[config.mk]
export PLATFORM = sky130hd
export DESIGN_NAME = tmbc_cdiv
export DESIGN_NICKNAME = d
export VERILOG_FILES = /design/src/rtl/tmbc_cdiv.sv
export SDC_FILE = /design/constraint.sdc
export NUM_CORES = 1
export LEC_CHECK = 0
export CORE_UTILIZATION = 55
export CTS_BUF_LIST = sky130_fd_sc_hd__clkbuf_8
export CTS_CLUSTER_DIAMETER = 40
export CTS_CLUSTER_SIZE = 14
export DETAILED_ROUTE_END_ITERATION = 8
export DONT_BUFFER_PORTS = 1
export PLACE_DENSITY_LB_ADDON = 0.15
export SKIP_CTS_REPAIR_TIMING = 1
export SYNTH_ARGS = -nofsm -noshare
export SYNTH_HDL_FRONTEND = slang
export SYNTH_SLANG_ARGS = --single-unit
[constraint.sdc]
create_clock -name clk -period 1.1 [get_ports clk]
set_clock_uncertainty 0.15 [all_clocks]
set_input_delay 0.055 -clock clk [delete_from_list [all_inputs] [get_ports clk]]
set_output_delay 0.055 -clock clk [all_outputs]
set_load 0.005 [all_outputs]
[src/rtl/tmbc_cdiv.sv]
// ----------------------------------------------------------------------------
// tmbc_cdiv
// Pipelined unsigned division by a constant: reciprocal multiply, one
// multiply back and a single correction step.
// ----------------------------------------------------------------------------
module tmbc_cdiv #(
	parameter int NW      = 18,
	parameter int DIVISOR = 32
) (
	input  logic          clk,
	input  logic [NW-1:0] n,
	output logic [NW-1:0] q
);

	// The estimate floor(n * M / 2^SH) is either the quotient or one less.
	localparam int    SH    = NW + $clog2(DIVISOR);
	localparam int    MW    = NW + 1;
	localparam int    PW    = NW + MW;
	localparam longint MUL  = (longint'(1) << SH) / DIVISOR;
	localparam logic [MW-1:0] MUL_V = MW'(MUL);
	localparam logic [NW-1:0] DIV_V = NW'(DIVISOR);

	logic [PW-1:0] prod_s1;
	logic [NW-1:0] n_s1;
	logic [NW-1:0] qe;
	logic [NW-1:0] qe_s2;
	logic [NW-1:0] back_s2;
	logic [NW-1:0] n_s2;
	logic [NW-1:0] q_s3;

	assign qe = NW'(prod_s1 >> SH);

	always_ff @(posedge clk) begin
		prod_s1 <= PW'(n) * PW'(MUL_V);
		n_s1    <= n;
		qe_s2   <= qe;
		back_s2 <= qe * DIV_V;
		n_s2    <= n_s1;
		q_s3    <= qe_s2 + NW'((n_s2 - back_s2) >= DIV_V);
	end

	assign q = q_s3;

endmodule

Word level (Yosys, flattened, before mapping)
Index checks and enable logic that the tools add are counted.
Storage, ports and cells
  register bits after elaboration: 67
Cells by class
  $add $sub $neg: 2
  magnitude comparators: 1
Operator list (count)
  $ge 18x6->1 const B: 1
  $sub 18x18->18: 1
  $add 13x1->14: 1

Longest topological paths before layout
  depth in word-level cells: 3
  mapped depth: 1
  gate-level depth less buffers: 0

Worst setup path before layout
OpenSTA, ideal clock, no wires.
  path kind: register -> register
  start point: register n_s1[10]
  end point: register n_s2[10]
  setup time: 0.111 ns
  arrival: 0.269 ns
  data required time: 0.839 ns
  path slack: 0.570 ns
  cell stages (with the launch flop): 1
  path buffers: 0
  period minus slack after synthesis: 0.530 ns
  cell sequence: dfxtp_1
RTL lines
  start, declared: line 24  | logic [NW-1:0] n_s1;
  start signal, assigned: line 35  | n_s1 <= n;
  end signal, assigned: line 38  | n_s2 <= n_s1;
  end, declared: line 28  | logic [NW-1:0] n_s2;
No word-level cell between the ends.

Worst setup path after layout
  start point: register q_s3[11] (netlist: q[11])
  end point: output q[11]
RTL lines
  start, declared: line 29  | logic [NW-1:0] q_s3;
  start signal, assigned: line 39  | q_s3 <= qe_s2 + NW'((n_s2 - back_s2) >= DIV_V);
  end, declared: line 12  | output logic [NW-1:0] q
No word-level cell between the ends.

==> results.cfg <==
[grt]
grtUsageTotal_pct = 11.1
grt_pass1_wl_um = 986
pin_count_of_the_biggest_net_entering_global_routing = 13
grt_remaining_overflow = 0
initial_antenna_violation_count = 0
number_of_global_route_vias_before_repair = 251

[yosys]
syn_area_um2 = 822
synth_seq_cells = 39
post_synth_main_area_contributors = sky130_fd_sc_hd__dfxtp_1 (95%), sky130_fd_sc_hd__buf_4 (4.6%), sky130_fd_sc_hd__conb_1 (0.46%)
yosysWarningCount = 0
syn_area_per_cell_um2 = 18.3
post_synth_num_cell_types = 3
ys_seq_area_share_pct = 95.0
synthDominantCellAreaShare_pct = 95.0
netlist_instances = 45
synth_top_area_cell = sky130_fd_sc_hd__dfxtp_1

[critical_path]
r2r_start = n_s1[7]
critical_path_arrival_ns = 0.62
r2r_cells = 0
reg2reg_setup_slack_ns = 0.54
kind_of_start_point_of_the_critical_path = flip-flop
worst_r2r_endpoint = n_s2[7]
timing.critical_path.to_type = output pin
critical_path_required_ns = 0.89
path_max_fanout = 1
timing_worst_setup_path_type = flip-flop to output pin

[min_path]
worst_hold_endpoint = n_s1[16]
hold_start = n[16]
min_path_type = input port to flip-flop
whs_path_depth = 1

[power]
vdd_ir_drop_max_v = 0.00157
design_power_uw = 2710
power_density_mw_per_mm2 = 2540
cellLeakagePower_uw = 0.000461

[placement]
dp.cells = 59
gp_congestion = 0.519
io_buffers = 0
post-dp-hpwl_um = 557
post_dp_cell_area_um2 = 818

[layout]
nFillCells = 88
instances_no_fill = 80
antennaDiodeCount = 0
post_layout_instance_area_mm2 = 0.00107
nets = 83
layout-drive-gt1-share_pct = 12.3
area_growth_pct = 29.7

[clocking]
clkSinkCount = 39
cts.root.buffer_cell = sky130_fd_sc_hd__clkbuf_8
clockBufferDepth = 2
clkTransAtPathRegs_ns = 0.07
cts_htree_levels = 2
cts-buffers-inserted = 5
cts_tree = built
clk-insertion-delay-late_ns = 0.28

[floorplan]
initial_core_util_pct = 60.9
io_pins = 37
die_h_um = 40.7
die-area_mm2 = 0.00165
die_width_um = 40.7
placementRows = 13
core-area_mm2 = 0.00135

[sta]
period_needed_ns = 0.822
grt_setup_unrepaired = false
fmaxAchievable_ghz = 1.22
finalHoldWorstSlack_ns = 0.172
min_period_over_period_pct = 74.7
setup_tns_final_ns = 0
final-setup-viol-count = 0
final_number_of_hold_violating_endpoints = 0
final_max_slew_viol_count = 0

[route]
post_drt_wl_per_cell_um = 11.2
route.vias.total = 323
detailedRoute.firstPassIterationCount = 2
antenna_violating_nets_post_route = 0
detail_route.wirelength_um = 893
route.detailed.vias_per_inst = 4.04
remaining_drc_errors = 0
drt_first_iter_violations = 7

[status]
run_status = completed

[job]
max_cap_violations = 0
## worst max path at each step
| stage | startpoint | to | slack [ns] | cells past startpoint |
|---|---|---|---|---|
| finish | q[11] | q[11] | 0.28 | 0 |
| floorplan | n_s1[10] | n_s2[10] | 0.57 | 0 |
| global route | q[11] | q[11] | 0.25 | 0 |
| global placement | n_s1[6] | n_s2[6] | 0.56 | 0 |
| detailed placement | n_s2[14] | q[9] | 0.55 | 0 |
| CTS | q[11] | q[11] | 0.26 | 0 |
## synthesized netlist by cell type
cell type / count
sky130_fd_sc_hd__conb_1: 1
sky130_fd_sc_hd__buf_4: 5
sky130_fd_sc_hd__dfxtp_1: 39
## power by group
part	switching, µW	total, µW	internal (µW)
logic	10.3	40.7	30.4
clock network	428	1160	733
registers	22.0	1510	1490
total	460	2710	2250
## placed cells by master, fill, tap and decap left out, drive strengths merged
cell type    synthesis  layout
dlygate4sd3          0      13
conb                 1       5
clkinv               0       1
clkbuf               0       6
bufinv               0       1
dfxtp               39      39
## metrics by stage
step	utilization, %	worst slack (ns)
4_1_cts	69.3	0.261
6_report	79.0	0.278
2_1_floorplan	-	0.570
3_3_place_gp	60.6	0.565
3_5_place_dp	60.6	0.549
5_1_grt	79.0	0.248
## state kept, by name (all words and copies together), names as in the netlist
name,count
n_s1,13
n_s2,12
q,13
qe_s2,1
## routing by layer
layer	GRT usage, %	routed length, µm	part of all wire [%]	vias to the layer above
met3	8.15	63	7.1	3
li1	-	-	-	162
met5	0	0	0	-
met4	12.5	16	1.8	0
met1	7.80	301	34	140
met2	17.5	512	57	18
## logic make-up (layout without fill, tap and decap cells)
family | Yosys count | count (layout) | synth area share [%]
other cells | 1 | 5 | 0.456
buf+inv | 5 | 21 | 4.57
flops | 39 | 39 | 95.0
## cell type report
class / count / area [µm²] / area share, %
multi-input combinational: 5 / 18.8 / 1.76
clock buffer: 6 / 82.6 / 7.75
timing repair buffer: 13 / 130 / 12.2
tap: 15 / 18.8 / 1.76
sequential: 39 / 781 / 73.2
clock inverter: 2 / 35.0 / 3.29
(Power assumes the default switching activity.)
